==> src/prt_pkg.sv <==
// ----------------------------------------------------------------------------
// prt_pkg - shared types and constants of the policy rule tokenizer
// token kinds, queue record layout, character codes and sizes
// ----------------------------------------------------------------------------
package prt_pkg;

  localparam int POS_W       = 16;  // position counter, wraps
  localparam int LEN_W       = 12;  // token length, saturates
  localparam int FIFO_DEPTH  = 4;   // records between scanner and emitter, power of two
  localparam int FIFO_PTR_W  = $clog2(FIFO_DEPTH);
  localparam int FIFO_CNT_W  = $clog2(FIFO_DEPTH + 1);

  localparam logic [LEN_W-1:0] LIMIT_RESET = LEN_W'(256);

  localparam logic [7:0] CHR_END    = 8'h00;
  localparam logic [7:0] CHR_TAB    = 8'h09;
  localparam logic [7:0] CHR_SPACE  = 8'h20;
  localparam logic [7:0] CHR_QUOTE  = 8'h22;
  localparam logic [7:0] CHR_LPAREN = 8'h28;
  localparam logic [7:0] CHR_RPAREN = 8'h29;
  localparam logic [7:0] CHR_COMMA  = 8'h2C;
  localparam logic [7:0] CHR_DASH   = 8'h2D;
  localparam logic [7:0] CHR_DOT    = 8'h2E;
  localparam logic [7:0] CHR_ZERO   = 8'h30;
  localparam logic [7:0] CHR_ONE    = 8'h31;
  localparam logic [7:0] CHR_NINE   = 8'h39;
  localparam logic [7:0] CHR_COLON  = 8'h3A;
  localparam logic [7:0] CHR_LT     = 8'h3C;
  localparam logic [7:0] CHR_EQ     = 8'h3D;
  localparam logic [7:0] CHR_GT     = 8'h3E;
  localparam logic [7:0] CHR_AT     = 8'h40;
  localparam logic [7:0] CHR_UC_A   = 8'h41;
  localparam logic [7:0] CHR_UC_Z   = 8'h5A;
  localparam logic [7:0] CHR_LC_A   = 8'h61;
  localparam logic [7:0] CHR_LC_Z   = 8'h7A;

  typedef enum logic [3:0] {
    KIND_UNKNOWN    = 4'd0,
    KIND_LPAREN     = 4'd1,
    KIND_RPAREN     = 4'd2,
    KIND_COMMA      = 4'd3,
    KIND_NUMBER     = 4'd4,
    KIND_STRING     = 4'd5,
    KIND_IDENT      = 4'd6,
    KIND_DOTTED     = 4'd7,
    KIND_COLON_DASH = 4'd8,
    KIND_LT         = 4'd9,
    KIND_LE         = 4'd10,
    KIND_GT         = 4'd11,
    KIND_GE         = 4'd12,
    KIND_EQ         = 4'd13,
    KIND_END        = 4'd14
  } kind_t;

  typedef struct packed {
    kind_t             kind;
    logic [POS_W-1:0]  start;
    logic [LEN_W-1:0]  len;
  } tok_t;

  // tokens caused by one character; tok0 always valid, tok1 only when two is set
  typedef struct packed {
    logic two;
    tok_t tok0;
    tok_t tok1;
  } rec_t;

endpackage

==> src/prt_scan.sv <==
// ----------------------------------------------------------------------------
// prt_scan - scanner front end
// takes one character per beat, updates the scanner mode and pending token,
// and writes the tokens this character causes as one record into the queue
// ----------------------------------------------------------------------------
module prt_scan (
  input  logic                      clk,
  input  logic                      rst_n,
  input  logic                      acc,
  input  logic [7:0]                char_code,
  input  logic [prt_pkg::LEN_W-1:0] max_len,
  output logic                      rec_push,
  output prt_pkg::rec_t             rec
);
  import prt_pkg::*;

  typedef enum logic [8:0] {
    MODE_IDLE     = 9'b000000001,
    MODE_NUMBER   = 9'b000000010,
    MODE_IDENT    = 9'b000000100,
    MODE_STRING   = 9'b000001000,
    MODE_AFTER_LT = 9'b000010000,
    MODE_AFTER_GT = 9'b000100000,
    MODE_AFTER_EQ = 9'b001000000,
    MODE_AFTER_CO = 9'b010000000,
    MODE_DRAIN    = 9'b100000000
  } mode_t;

  mode_t            mode_r, mode_nxt;
  logic [POS_W-1:0] pos_r, pos_nxt;
  logic [POS_W-1:0] pstart_r, pstart_nxt;
  logic [LEN_W-1:0] plen_r, plen_nxt;
  logic             dot_r, dot_nxt;
  logic             at_r, at_nxt;

  logic is_letter, is_digit, is_lead_digit;
  logic [LEN_W:0]   grown;
  logic             grow_fail;
  logic [LEN_W-1:0] grown_sat;

  // token-start scan of the current character
  logic             ix_vld;
  tok_t             ix_tok;
  mode_t            ix_mode;
  logic [POS_W-1:0] ix_pstart;
  logic [LEN_W-1:0] ix_plen;
  logic             ix_dot, ix_at;

  logic a_vld, b_vld, use_idle;
  tok_t a_tok, b_tok;

  assign is_letter     = (char_code >= CHR_LC_A && char_code <= CHR_LC_Z) ||
                         (char_code >= CHR_UC_A && char_code <= CHR_UC_Z);
  assign is_digit      = char_code >= CHR_ZERO && char_code <= CHR_NINE;
  assign is_lead_digit = char_code >= CHR_ONE && char_code <= CHR_NINE;

  // one more character on the pending token
  assign grown     = {1'b0, plen_r} + (LEN_W+1)'(1);
  assign grow_fail = grown > {1'b0, max_len};
  assign grown_sat = grown[LEN_W] ? {LEN_W{1'b1}} : grown[LEN_W-1:0];

  always_comb begin
    ix_vld    = 1'b0;
    ix_tok    = '{kind: KIND_UNKNOWN, start: pos_r, len: LEN_W'(1)};
    ix_mode   = MODE_IDLE;
    ix_pstart = pstart_r;
    ix_plen   = plen_r;
    ix_dot    = dot_r;
    ix_at     = at_r;
    case (char_code)
      CHR_SPACE, CHR_TAB: begin
      end
      CHR_COMMA: begin
        ix_vld      = 1'b1;
        ix_tok.kind = KIND_COMMA;
      end
      CHR_LPAREN: begin
        ix_vld      = 1'b1;
        ix_tok.kind = KIND_LPAREN;
      end
      CHR_RPAREN: begin
        ix_vld      = 1'b1;
        ix_tok.kind = KIND_RPAREN;
      end
      CHR_LT, CHR_GT, CHR_EQ, CHR_COLON, CHR_QUOTE: begin
        ix_pstart = pos_r;
        ix_plen   = '0;
        ix_dot    = 1'b0;
        ix_at     = 1'b0;
        if (char_code == CHR_LT) begin
          ix_mode = MODE_AFTER_LT;
        end else if (char_code == CHR_GT) begin
          ix_mode = MODE_AFTER_GT;
        end else if (char_code == CHR_EQ) begin
          ix_mode = MODE_AFTER_EQ;
        end else if (char_code == CHR_COLON) begin
          ix_mode = MODE_AFTER_CO;
        end else begin
          // string content starts after the quote
          ix_mode   = MODE_STRING;
          ix_pstart = pos_r + POS_W'(1);
        end
      end
      default: begin
        if (is_letter || char_code == CHR_AT || is_lead_digit) begin
          ix_pstart = pos_r;
          ix_plen   = LEN_W'(1);
          ix_dot    = 1'b0;
          ix_at     = char_code == CHR_AT;
          // a zero limit rejects even a single character
          if (max_len == '0) begin
            ix_vld  = 1'b1;
            ix_mode = MODE_DRAIN;
          end else begin
            ix_mode = is_lead_digit ? MODE_NUMBER : MODE_IDENT;
          end
        end else begin
          ix_vld  = 1'b1;
          ix_mode = MODE_DRAIN;
        end
      end
    endcase
  end

  always_comb begin
    a_vld      = 1'b0;
    a_tok      = '{kind: KIND_UNKNOWN, start: pstart_r, len: plen_r};
    b_vld      = 1'b0;
    b_tok      = '{kind: KIND_END, start: pos_r, len: '0};
    use_idle   = 1'b0;
    mode_nxt   = mode_r;
    pos_nxt    = pos_r + POS_W'(1);
    pstart_nxt = pstart_r;
    plen_nxt   = plen_r;
    dot_nxt    = dot_r;
    at_nxt     = at_r;
    if (char_code == CHR_END) begin
      // flush the pending token, then the end token
      b_vld      = 1'b1;
      mode_nxt   = MODE_IDLE;
      pos_nxt    = '0;
      pstart_nxt = '0;
      plen_nxt   = '0;
      dot_nxt    = 1'b0;
      at_nxt     = 1'b0;
      case (mode_r)
        MODE_NUMBER: begin
          a_vld      = 1'b1;
          a_tok.kind = KIND_NUMBER;
        end
        MODE_IDENT: begin
          a_vld      = 1'b1;
          a_tok.kind = dot_r ? KIND_DOTTED : KIND_IDENT;
        end
        MODE_STRING: begin
          a_vld = 1'b1;
        end
        MODE_AFTER_LT: begin
          a_vld = 1'b1;
          a_tok = '{kind: KIND_LT, start: pstart_r, len: LEN_W'(1)};
        end
        MODE_AFTER_GT: begin
          a_vld = 1'b1;
          a_tok = '{kind: KIND_GT, start: pstart_r, len: LEN_W'(1)};
        end
        MODE_AFTER_EQ, MODE_AFTER_CO: begin
          a_vld = 1'b1;
          a_tok = '{kind: KIND_UNKNOWN, start: pstart_r, len: LEN_W'(1)};
        end
        default: begin
        end
      endcase
    end else begin
      case (mode_r)
        MODE_NUMBER: begin
          if (is_digit) begin
            if (grow_fail) begin
              a_vld    = 1'b1;
              a_tok    = '{kind: KIND_UNKNOWN, start: pstart_r, len: grown_sat};
              mode_nxt = MODE_DRAIN;
            end else begin
              plen_nxt = grown[LEN_W-1:0];
            end
          end else begin
            a_vld      = 1'b1;
            a_tok.kind = KIND_NUMBER;
            use_idle   = 1'b1;
          end
        end
        MODE_IDENT: begin
          if (is_letter || is_digit || char_code == CHR_DOT || char_code == CHR_AT) begin
            if ((char_code == CHR_DOT && dot_r) || (char_code == CHR_AT && at_r) ||
                grow_fail) begin
              a_vld    = 1'b1;
              a_tok    = '{kind: KIND_UNKNOWN, start: pstart_r, len: grown_sat};
              mode_nxt = MODE_DRAIN;
            end else begin
              plen_nxt = grown[LEN_W-1:0];
            end
            if (char_code == CHR_DOT) dot_nxt = 1'b1;
            if (char_code == CHR_AT) at_nxt = 1'b1;
          end else begin
            a_vld      = 1'b1;
            a_tok.kind = dot_r ? KIND_DOTTED : KIND_IDENT;
            use_idle   = 1'b1;
          end
        end
        MODE_STRING: begin
          if (char_code == CHR_QUOTE) begin
            a_vld      = 1'b1;
            a_tok.kind = KIND_STRING;
            mode_nxt   = MODE_IDLE;
          end else if (grow_fail) begin
            a_vld    = 1'b1;
            a_tok    = '{kind: KIND_UNKNOWN, start: pstart_r, len: grown_sat};
            mode_nxt = MODE_DRAIN;
          end else begin
            plen_nxt = grown[LEN_W-1:0];
          end
        end
        MODE_AFTER_LT, MODE_AFTER_GT: begin
          a_vld = 1'b1;
          if (char_code == CHR_EQ) begin
            a_tok    = '{kind: (mode_r == MODE_AFTER_LT) ? KIND_LE : KIND_GE,
                         start: pstart_r, len: LEN_W'(2)};
            mode_nxt = MODE_IDLE;
          end else begin
            a_tok    = '{kind: (mode_r == MODE_AFTER_LT) ? KIND_LT : KIND_GT,
                         start: pstart_r, len: LEN_W'(1)};
            use_idle = 1'b1;
          end
        end
        MODE_AFTER_EQ: begin
          a_vld = 1'b1;
          if (char_code == CHR_EQ) begin
            a_tok    = '{kind: KIND_EQ, start: pstart_r, len: LEN_W'(2)};
            mode_nxt = MODE_IDLE;
          end else begin
            a_tok    = '{kind: KIND_UNKNOWN, start: pstart_r, len: LEN_W'(2)};
            mode_nxt = MODE_DRAIN;
          end
        end
        MODE_AFTER_CO: begin
          a_vld = 1'b1;
          if (char_code == CHR_DASH) begin
            a_tok    = '{kind: KIND_COLON_DASH, start: pstart_r, len: LEN_W'(2)};
            mode_nxt = MODE_IDLE;
          end else begin
            a_tok    = '{kind: KIND_UNKNOWN, start: pstart_r, len: LEN_W'(2)};
            mode_nxt = MODE_DRAIN;
          end
        end
        MODE_DRAIN: begin
        end
        default: begin
          use_idle = 1'b1;
        end
      endcase
      if (use_idle) begin
        b_vld      = ix_vld;
        b_tok      = ix_tok;
        mode_nxt   = ix_mode;
        pstart_nxt = ix_pstart;
        plen_nxt   = ix_plen;
        dot_nxt    = ix_dot;
        at_nxt     = ix_at;
      end
    end
  end

  assign rec_push = acc && (a_vld || b_vld);
  assign rec.two  = a_vld && b_vld;
  assign rec.tok0 = a_vld ? a_tok : b_tok;
  assign rec.tok1 = b_tok;

  always_ff @(posedge clk) begin
    if (!rst_n) begin
      mode_r   <= MODE_IDLE;
      pos_r    <= '0;
      pstart_r <= '0;
      plen_r   <= '0;
      dot_r    <= 1'b0;
      at_r     <= 1'b0;
    end else if (acc) begin
      mode_r   <= mode_nxt;
      pos_r    <= pos_nxt;
      pstart_r <= pstart_nxt;
      plen_r   <= plen_nxt;
      dot_r    <= dot_nxt;
      at_r     <= at_nxt;
    end
  end

endmodule

==> src/prt_fifo.sv <==
// ----------------------------------------------------------------------------
// prt_fifo - record queue
// short queue of token records between the scanner and the emitter
// ----------------------------------------------------------------------------
module prt_fifo (
  input  logic          clk,
  input  logic          rst_n,
  input  logic          push,
  input  prt_pkg::rec_t wr_rec,
  input  logic          pop,
  output prt_pkg::rec_t rd_rec,
  output logic          full,
  output logic          nonempty
);
  import prt_pkg::*;

  rec_t                  mem_r [FIFO_DEPTH];
  logic [FIFO_PTR_W-1:0] wr_ptr_r, rd_ptr_r;
  logic [FIFO_CNT_W-1:0] cnt_r, cnt_nxt;

  assign full     = cnt_r == FIFO_CNT_W'(FIFO_DEPTH);
  assign nonempty = cnt_r != '0;
  assign rd_rec   = mem_r[rd_ptr_r];

  always_comb begin
    case ({push, pop})
      2'b10:   cnt_nxt = cnt_r + FIFO_CNT_W'(1);
      2'b01:   cnt_nxt = cnt_r - FIFO_CNT_W'(1);
      default: cnt_nxt = cnt_r;
    endcase
  end

  always_ff @(posedge clk) begin
    if (push) begin
      mem_r[wr_ptr_r] <= wr_rec;
    end
  end

  always_ff @(posedge clk) begin
    if (!rst_n) begin
      wr_ptr_r <= '0;
      rd_ptr_r <= '0;
      cnt_r    <= '0;
    end else begin
      if (push) wr_ptr_r <= wr_ptr_r + FIFO_PTR_W'(1);
      if (pop) rd_ptr_r <= rd_ptr_r + FIFO_PTR_W'(1);
      cnt_r <= cnt_nxt;
    end
  end

endmodule

==> src/prt_emit.sv <==
// ----------------------------------------------------------------------------
// prt_emit - result back end
// holds one record and hands out its one or two tokens, one per beat
// ----------------------------------------------------------------------------
module prt_emit (
  input  logic                      clk,
  input  logic                      rst_n,
  input  prt_pkg::rec_t             fifo_rec,
  input  logic                      fifo_nonempty,
  output logic                      fifo_pop,
  input  logic                      pop,
  output logic                      empty,
  output logic [3:0]                token_kind,
  output logic [prt_pkg::POS_W-1:0] token_start,
  output logic [prt_pkg::LEN_W-1:0] token_length,
  output logic                      last_of_run
);
  import prt_pkg::*;

  rec_t rec_r;
  logic vld_r, vld_nxt;
  logic sel_r, sel_nxt;
  logic take, more;
  tok_t cur;

  assign take = pop && vld_r;
  assign more = rec_r.two && !sel_r;  // second token still to go

  assign fifo_pop = fifo_nonempty && (!vld_r || (take && !more));

  always_comb begin
    vld_nxt = vld_r;
    sel_nxt = sel_r;
    if (fifo_pop) begin
      vld_nxt = 1'b1;
      sel_nxt = 1'b0;
    end else if (take && more) begin
      sel_nxt = 1'b1;
    end else if (take) begin
      vld_nxt = 1'b0;
    end
  end

  assign cur          = sel_r ? rec_r.tok1 : rec_r.tok0;
  assign empty        = !vld_r;
  assign token_kind   = cur.kind;
  assign token_start  = cur.start;
  assign token_length = cur.len;
  assign last_of_run  = !more;

  always_ff @(posedge clk) begin
    if (fifo_pop) begin
      rec_r <= fifo_rec;
    end
  end

  always_ff @(posedge clk) begin
    if (!rst_n) begin
      vld_r <= 1'b0;
      sel_r <= 1'b0;
    end else begin
      vld_r <= vld_nxt;
      sel_r <= sel_nxt;
    end
  end

endmodule

==> src/policy_rule_tokenizer_unit.sv <==
// ----------------------------------------------------------------------------
// policy_rule_tokenizer_unit - streaming tokenizer for policy rule text
// one character per beat in, tokens (kind, start, length) out
// ----------------------------------------------------------------------------
// Characters go in one per beat through push/full; byte 0 ends a string and
// always produces an end token (after any pending token) and restarts the
// position count at 0. Tokens come out one per beat through empty/pop, with
// last_of_run marking the last token caused by a character. The scanner takes
// a character every clock while full is low; full rises only when the
// four-record queue between scanner and emitter is full. A record of two
// tokens is handed out one token per pop, a record of one token in a single
// pop, so one character per clock is sustained while the results are
// drained every clock and characters cause no more than one token each on
// average; two-token characters back the queue up until full stalls the input.
// A token reaches the result ports through the queue and then the emitter's
// record register. max_token_length is written through cfg_valid/cfg_data
// (ready is always high) and must only be changed while the block is idle; it
// resets to 256.
// ----------------------------------------------------------------------------
module policy_rule_tokenizer_unit (
  input  logic                      clk,
  input  logic                      rst_n,
  // character channel
  input  logic                      push,
  output logic                      full,
  input  logic [7:0]                in_char_code,
  // token channel
  output logic                      empty,
  input  logic                      pop,
  output logic [3:0]                out_token_kind,
  output logic [prt_pkg::POS_W-1:0] out_token_start,
  output logic [prt_pkg::LEN_W-1:0] out_token_length,
  output logic                      out_last_of_run,
  // max token length register
  input  logic                      cfg_valid,
  output logic                      cfg_ready,
  input  logic [prt_pkg::LEN_W-1:0] cfg_data
);
  import prt_pkg::*;

  logic [LEN_W-1:0] max_len_r;
  logic             acc;
  logic             rec_push;
  rec_t             rec_in;
  rec_t             rec_out;
  logic             fifo_full;
  logic             fifo_nonempty;
  logic             fifo_pop;

  // a character is taken whenever the queue has room for its record
  assign full      = fifo_full;
  assign acc       = push && !fifo_full;
  assign cfg_ready = 1'b1;

  always_ff @(posedge clk) begin
    if (!rst_n) begin
      max_len_r <= LIMIT_RESET;
    end else if (cfg_valid) begin
      max_len_r <= cfg_data;
    end
  end

  // front: mode, position and pending token; at most one record per character
  prt_scan u_scan (
    .clk       (clk),
    .rst_n     (rst_n),
    .acc       (acc),
    .char_code (in_char_code),
    .max_len   (max_len_r),
    .rec_push  (rec_push),
    .rec       (rec_in)
  );

  // decouples the scanner from result back pressure
  prt_fifo u_fifo (
    .clk      (clk),
    .rst_n    (rst_n),
    .push     (rec_push),
    .wr_rec   (rec_in),
    .pop      (fifo_pop),
    .rd_rec   (rec_out),
    .full     (fifo_full),
    .nonempty (fifo_nonempty)
  );

  // back: splits a record into its token beats
  prt_emit u_emit (
    .clk           (clk),
    .rst_n         (rst_n),
    .fifo_rec      (rec_out),
    .fifo_nonempty (fifo_nonempty),
    .fifo_pop      (fifo_pop),
    .pop           (pop),
    .empty         (empty),
    .token_kind    (out_token_kind),
    .token_start   (out_token_start),
    .token_length  (out_token_length),
    .last_of_run   (out_last_of_run)
  );

  // result side comes out of reset with nothing to offer
  a_reset_empty: assert property (@(posedge clk) !rst_n |=> empty)
    else $error("result port not empty after reset");

  // an end byte always leaves a record in the queue
  a_end_queued: assert property (@(posedge clk) disable iff (!rst_n)
    (acc && in_char_code == CHR_END) |=> fifo_nonempty)
    else $error("end byte produced no record");

  // the end token closes its run
  a_end_last: assert property (@(posedge clk) disable iff (!rst_n)
    (!empty && out_token_kind == KIND_END) |-> out_last_of_run)
    else $error("end token not last of run");

endmodule
==> config.mk <==
export PLATFORM = sky130hd
export DESIGN_NAME = policy_rule_tokenizer_unit
export DESIGN_NICKNAME = d
export VERILOG_FILES = /design/src/prt_pkg.sv /design/src/prt_scan.sv /design/src/prt_fifo.sv /design/src/prt_emit.sv /design/src/policy_rule_tokenizer_unit.sv
export SDC_FILE = /design/constraint.sdc
export NUM_CORES = 1
export LEC_CHECK = 0
export BUFFER_PORTS_ARGS = -buffer_cell sky130_fd_sc_hd__buf_2
export CORE_MARGIN = 2
export CORE_UTILIZATION = 60
export CTS_CLUSTER_DIAMETER = 120
export DETAILED_ROUTE_END_ITERATION = 8
export MAX_ROUTING_LAYER = met4
export PLACE_DENSITY = 0.78
export SLEW_MARGIN = 10
export SYNTH_ARGS = -nofsm -noshare
export SYNTH_HDL_FRONTEND = slang
export SYNTH_SLANG_ARGS = --single-unit
export TNS_END_PERCENT = 50
==> constraint.sdc <==
create_clock -name clk -period 7 [get_ports clk]
set_input_delay 1.75 -clock clk [delete_from_list [all_inputs] [get_ports clk]]
set_output_delay 1.75 -clock clk [all_outputs]
set_load 0.005 [all_outputs]
Word-level counts from Yosys, hierarchy flattened. Memories as Yosys holds them, arrays and structs flattened. A register that Yosys moved wholly into a read port is not among the register bits. Cells that the tools add are included.

Memories: 1. Output and inout bits: 36. Bits of input ports: 25. Register bits after elaboration: 76. Word-level logic and storage cells: 218. RAM bits: 260.

Memories: u_fifo.mem_r (words 4, width 65, read ports 1, clocked after Yosys merged registers in 1, wr ports 1, RTL line prt_fifo.sv:17) `rec_t mem_r [FIFO_DEPTH];`.

Mux-type cells: 100. Magnitude comparators: 8. Reduce and logical (&&, ||, !) cells: 56. Add/sub/neg operators: 6. Bitwise operators: 1. Equality and inequality tests: 34.

Operators by type and width (count): $mux W32 (7); $pmux W32 S6 (1); $mux W12 (15); $mux W9 (15); $mux W16 (8); $eq A8 B6 Y1 const B (11); $pmux W9 S6 (1); $pmux W12 S3 (1); $mux W1 (33); $pmux W16 S2 (1); $mux W31 (1); $pmux W12 S2 (1); $pmux W9 S2 (1); $reduce_and A6 Y1 (3); $reduce_bool A3 Y1 (6); $add A16 B1 Y16 const B (1); $ge A8 B6 Y1 const B (2); $ge A8 B7 Y1 const B (2); $le A8 B7 Y1 const B (2); $ne A4 B1 Y1 const B (4); $pmux W4 S4 (1); $logic_and A1 B1 Y1 (14); $reduce_or A7 Y1 (2); $add A12 B1 Y13 const B (1); 46 further kinds (71).

Depth between registers and ports, before layout.
Word-level depth: 15. Depth in mapped cells: 20. Depth with buffers taken out: 20.

Hierarchy. From an unflattened synthesis, not the netlist that was laid out.

Cell total of the unflattened synthesis: 1158. Area total of the unflattened synthesis: 17674.5 µm².

By module, submodules not included: prt_fifo (sequential area each 7987.7 µm², instances 1, area each 9867.0 µm², cells an instance 381); prt_scan (sequential area each 1101.1 µm², instances 1, area each 4738.3 µm², cells an instance 623); prt_emit (sequential area each 1991.9 µm², instances 1, area each 2603.7 µm², cells an instance 113); policy_rule_tokenizer_unit (sequential area each 240.2 µm², instances 1, area each 465.4 µm², cells an instance 41).

Worst setup path after synthesis. Ideal clock, no wire load.

Path kind: input to register. Start: input pop. End: register u_fifo.cnt_r[2]. Path buffers: 0. Data arrival time: 5.862 ns. Slack: 1.063 ns. Setup time: 0.076 ns. Data required time: 6.924 ns. Stages: 7. Cells stage by stage: nand2_1 a21oi_1 ha_1 fa_1 xnor2_1 or3_1 a21boi_0.

Cells in the longest elaborated chain, start to end: 6. Elaborated cells on any way between the ends: 8.

RTL lines: from (decl) (RTL line policy_rule_tokenizer_unit.sv:29) `input logic pop,`; $logic_and A1 B1 Y1 * (RTL line prt_emit.sv:26) `assign take = pop && vld_r;`; $logic_and A1 B1 Y1 * (RTL line prt_emit.sv:29) `assign fifo_pop = fifo_nonempty && (!vld_r || (take && !more));`; $logic_or A1 B1 Y1 * (RTL line prt_emit.sv:29); $logic_and A1 B1 Y1 * (RTL line prt_emit.sv:29); net fifo_pop (RTL line policy_rule_tokenizer_unit.sv:48) `logic fifo_pop;`; $eq A2 B1 Y1 or $eq A2 B2 Y1 (tied branches) (RTL line prt_fifo.sv:26) `case ({push, pop})`; $pmux W3 S2 or $reduce_bool A2 Y1 (tied branches); to (signal assigned) (RTL line prt_fifo.sv:47) `cnt_r <= cnt_nxt;`; to (decl) (RTL line prt_fifo.sv:19) `logic [FIFO_CNT_W-1:0] cnt_r, cnt_nxt;`.

Mark *: on every way through the listed nets, which the timed path passes. The rest lies on a longest branch. A chain may end at the register's enable or synchronous reset.

Worst setup path after layout.
Start: register u_scan.plen_r[2]. End: register u_fifo.cnt_r[2].

Cells in the longest elaborated chain, start to end: 11. Elaborated cells on any way between the ends: 16.

RTL lines: from (decl) (RTL line prt_scan.sv:32) `logic [LEN_W-1:0] plen_r, plen_nxt;`; from (signal assigned) (RTL line prt_scan.sv:288) `plen_r <= plen_nxt;`; $add A12 B1 Y13 * (RTL line prt_scan.sv:58) `assign grown = {1'b0, plen_r} + (LEN_W+1)'(1);`; $gt A13 B12 Y1 * (RTL line prt_scan.sv:59) `assign grow_fail = grown > {1'b0, max_len};`; $logic_or A1 B1 Y1 (RTL line prt_scan.sv:192) `if ((char_code == CHR_DOT && dot_r) || (char_code == CHR_AT && at_r) ||`; $mux W1 (RTL line prt_scan.sv:192); $mux W1 (RTL line prt_scan.sv:191) `if (is_letter || is_digit || char_code == CHR_DOT || char_code == CHR_AT) begin`; $pmux W1 S4 * (RTL line prt_scan.sv:174) `case (mode_r)`; $mux W1 * (RTL line prt_scan.sv:137) `if (char_code == CHR_END) begin`; $logic_or A1 B1 Y1 * (RTL line prt_scan.sv:271) `assign rec_push = acc && (a_vld || b_vld);`; $logic_and A1 B1 Y1 * (RTL line prt_scan.sv:271); $eq A2 B1 Y1 or $eq A2 B2 Y1 (tied branches) (RTL line prt_fifo.sv:26); $pmux W3 S2 or $reduce_bool A2 Y1 (tied branches).

Every way passes the cells marked *; elsewhere a longest branch is shown, timed or not.

==> flow_summary.ini <==
[sta]
post-route-min-period_ps = 5560
timing.final.max_slew_violations = 0
setup_violations = 0
fin_skew_ps = 10.1
worstMarginPinSlew_ps = 1020
rsz_0062_raised_after_global_routing = false
timing_hold_violations_final = 0
tns_ps = 0
timing.fmax_mhz = 180
fin_hold_ws_ps = 509
final.period_utilization_pct = 79.4
timing.max_slew.rel_slack_pct = 31.6

[synth]
synth-main-ff-cell = sky130_fd_sc_hd__edfxtp_1
post-synth-top-area-fraction_pct = 52.1
post_synth_num_cell_types = 74
cells_after_synthesis = 1123
synth_top_family_by_area = simple AND/OR/NAND/NOR gates
netlist_top_cells_area = sky130_fd_sc_hd__edfxtp_1, sky130_fd_sc_hd__dfxtp_1, sky130_fd_sc_hd__mux4_2, sky130_fd_sc_hd__mux2_2, sky130_fd_sc_hd__nor2b_1
post_synth_xor_area_fraction_pct = 1.95
synth_enable_flop_cells = 265
synth.most_common_cell = sky130_fd_sc_hd__edfxtp_1
synthArstFlopShare_pct = 0
synth-warning-count = 0
cell_type_with_the_largest_total_area_after_synthesis = sky130_fd_sc_hd__edfxtp_1
yosys_register_bits = 341
compound_cell_area_share_of_the_yosys_netlist_pct = 8.11
cell_area_synth_sq_um = 15300
synthesis.area_per_instance_sq_um = 13.6
yosys.area_share.adder_pct = 1.77
synth_simple_gate_area_share_pct = 11.9
synth.cells.most_frequent = sky130_fd_sc_hd__edfxtp_1, sky130_fd_sc_hd__dfxtp_1, sky130_fd_sc_hd__nand2_1
syn-num-nets = 1169
synth.yosys.seq_area_share_pct = 62.1
synth.area.mux_share_pct = 11.5

[routing]
route.detailed.drc = 0
routed_via_density = 6.14
drt_pass1_iterations = 5
routedWlPerCell_um = 20.6
drt_iter0_markers = 797
routed_wirelength_um = 31400
detailroute.via_count = 9332
ant_nets = 0

[final_layout]
drive_gt1_share_pct = 19.2
fillerInstances = 1730
layout.cells.non_filler = 1521
antenna_cells = 0
area_growth_from_synthesis_to_layout_pct = 11.2
fin_nets = 1212

[global_route]
grt.total_usage_pct = 24.7
busiest_layer = met2
first_pass_grt_wire_length_um = 49300
grt_use_met3_pct = 3.53
grt_remaining_overflow = 0
met2_routing_resource_usage_after_global_routing_pct = 41.8
grt_util_met1_pct = 31.0
first_global_vias = 9192
grt_antenna_before_repair = 0
pin_count_of_the_biggest_net_entering_global_routing = 58

[floorplan]
floorplan.rows = 58
starting_density_of_the_core_pct = 60.8
io-pin-count = 61
die_area_sq_um = 26700
chip_height_um = 164
core_sq_um = 25100
die_width_um = 164

[critical_path]
cpMaxStageDelayCell = sky130_fd_sc_hd__a21oi_1
worst_setup_sp_type = flip-flop
worst-r2r-cell-count = 20
crit_required_ps = 7410
cp_data_arrival_time_ps = 5970
worst-setup-path-type = flip-flop to flip-flop
path_cells = and3_1, and3_1, nand3_1, nor4_1, xnor2_1, inv_1, ha_1, nand3_1, o221ai_1, a211o_1, o221ai_1, a22oi_1, o21ai_1, a21oi_1, inv_1, ha_1, fa_1, xnor2_1, or3_1, a21boi_0
cpPeakStageDelay_ps = 620
critical_path.top_delay_family = compound AO/OA/AOI/OAI gates
critical_path_peak_fanout = 7
worstPathBufferInverterCount = 2
crit_cells = 20
critical_path.endpoint_type = flip-flop

[placement]
dp.cells = 1460
count_of_input_and_output_buffers = 59
gp_congestion = 0.948
detailedPlacementHpwl_um = 20300

[clock_tree]
cts_inserted_buffers = 34
post_cts_hold_buffer_count = 0
clk_pin_slew_ps = 60
htreeDepth = 2
ctsRootBufferMaster = sky130_fd_sc_hd__clkbuf_16
tritoncts_sinks = 341
insertion_delay_ps = 500
tritoncts = built
quantity_of_gates_resized_following_cts = 0
clock_path_buffers = 3
post_cts_repair_setup_buffers = 0

[power]
power_per_cell_area_nw_per_um2 = 325
fin_total_pwr_w = 0.00551
peakVddDrop_mv = 0.566
static-leakage-power_nw = 5.93

[worst_hold_path]
hold_removal_path_class = flip-flop to flip-flop
hold_depth = 2

[status]
run_status = completed

[flow_run]
max_cap_violations = 0
==> power breakdown <==
group	switching (W)	internal, W
sequential	0.000130	0.00256
combinational	0.000559	0.000501
clock	0.000723	0.00104
total	0.00141	0.00410
==> worst paths after layout <==
path / from / to / slack, ps
worst max-delay path: u_scan.plen_r[2]$_SDFFE_PN0P_ / u_fifo.cnt_r[2]$_SDFFE_PN0P_ / 1440
worst min-delay path: u_fifo.wr_ptr_r[1]$_SDFFE_PN0P_ / u_fifo.wr_ptr_r[1]$_SDFFE_PN0P_ / 510
worst max register to register: u_scan.plen_r[2]$_SDFFE_PN0P_ / u_fifo.cnt_r[2]$_SDFFE_PN0P_ / 1440
worst min register to register: u_fifo.wr_ptr_r[1]$_SDFFE_PN0P_ / u_fifo.wr_ptr_r[1]$_SDFFE_PN0P_ / 510
==> cells in the final DEF, fill, tap and decap left out, types with 5 or more instances in the layout <==
cell type,netlist,layout
sky130_fd_sc_hd__o21ai_0,40,40
sky130_fd_sc_hd__nor3b_1,5,5
sky130_fd_sc_hd__clkbuf_16,0,35
sky130_fd_sc_hd__a211oi_1,5,5
sky130_fd_sc_hd__a21oi_1,46,45
sky130_fd_sc_hd__nand3_1,27,27
sky130_fd_sc_hd__nor2b_1,58,58
sky130_fd_sc_hd__or4_1,5,5
sky130_fd_sc_hd__ha_1,20,20
sky130_fd_sc_hd__nor3_1,33,33
sky130_fd_sc_hd__nand2b_1,9,9
sky130_fd_sc_hd__buf_2,7,59
sky130_fd_sc_hd__nand4_1,6,6
sky130_fd_sc_hd__mux2i_1,17,17
sky130_fd_sc_hd__buf_4,2,14
sky130_fd_sc_hd__or3_1,6,6
sky130_fd_sc_hd__nand2_1,67,67
sky130_fd_sc_hd__nor2_1,50,50
sky130_fd_sc_hd__mux2_2,35,35
sky130_fd_sc_hd__o21a_1,6,6
sky130_fd_sc_hd__and3_1,15,15
sky130_fd_sc_hd__clkinv_1,0,7
sky130_fd_sc_hd__a22oi_1,8,8
sky130_fd_sc_hd__and2_1,18,14
sky130_fd_sc_hd__nor4_1,16,15
sky130_fd_sc_hd__xnor2_1,21,21
sky130_fd_sc_hd__o211ai_1,5,5
sky130_fd_sc_hd__xor2_1,13,13
sky130_fd_sc_hd__clkbuf_1,50,7
sky130_fd_sc_hd__a32o_1,8,8
sky130_fd_sc_hd__edfxtp_1,265,265
sky130_fd_sc_hd__inv_1,31,31
sky130_fd_sc_hd__mux4_2,53,53
sky130_fd_sc_hd__a22o_1,10,10
sky130_fd_sc_hd__dfxtp_1,76,74
==> per-layer routing <==
layer | vias up | part of all wire [%]
li1 | 4381 | -
met1 | 4536 | 41
met2 | 345 | 51
met3 | 70 | 5.6
met4 | 0 | 2.6
met5 | - | 0
==> layout make-up <==
type | count | area, sq um | share of cell area (%)
Inverter | 31 | 116 | 0.685
Timing Repair Buffer | 77 | 480 | 2.83
Clock buffer | 43 | 916 | 5.39
Tap cell | 330 | 413 | 2.43
Clock inverter | 18 | 170 | 1.00
Sequential cell | 341 | 9480 | 55.8
Multi-Input combinational cell | 681 | 5400 | 31.8
==> per-stage QoR <==
stage	util [%]	cell area [sq um]	setup slack [ps]
finish	67.6	17000	1440
global route	67.6	17000	1050
CTS	67.6	17000	1500
detailed placement	63.3	15900	1270
global placement	63.3	15900	1440
floorplan	-	15300	1060
==> registers in the layout, summed over array words and instances, names as in the netlist, 2 cells and up <==
name	cells
u_fifo.rd_ptr_r	2
u_emit.rec_r	53
u_fifo.mem_r	212
u_scan.plen_r	12
u_fifo.wr_ptr_r	2
u_scan.mode_r	9
u_scan.pos_r	16
u_fifo.cnt_r	3
u_scan.pstart_r	16
max_len_r	12
==> worst reg2reg max path: stages, from the launching register on <==
cell                       delay, ps
sky130_fd_sc_hd__dfxtp_1         460
sky130_fd_sc_hd__and3_1          260
sky130_fd_sc_hd__and3_1          240
sky130_fd_sc_hd__nand3_1         180
sky130_fd_sc_hd__nor4_1          340
sky130_fd_sc_hd__xnor2_1         210
sky130_fd_sc_hd__inv_1            80
sky130_fd_sc_hd__ha_1            290
sky130_fd_sc_hd__nand3_1         110
sky130_fd_sc_hd__o221ai_1        280
sky130_fd_sc_hd__a211o_1         170
sky130_fd_sc_hd__o221ai_1        290
sky130_fd_sc_hd__a22oi_1         320
sky130_fd_sc_hd__o21ai_1         140
sky130_fd_sc_hd__a21oi_1         620
sky130_fd_sc_hd__inv_1           130
sky130_fd_sc_hd__ha_1            270
sky130_fd_sc_hd__fa_1            390
sky130_fd_sc_hd__xnor2_1         150
sky130_fd_sc_hd__or3_1           320
sky130_fd_sc_hd__a21boi_0        220
==> kinds of logic (layout without fill, tap and decap cells) <==
| group | Yosys count | after routing |
|---|---|---|
| other cells | 1 | 1 |
| compound gates | 182 | 182 |
| mux | 105 | 105 |
| fa+ha+maj | 21 | 21 |
| xor+xnor | 34 | 34 |
| flops | 341 | 341 |
| buf+inv | 101 | 169 |
| simple gates | 338 | 338 |
Power figures use the tool's default switching activity.
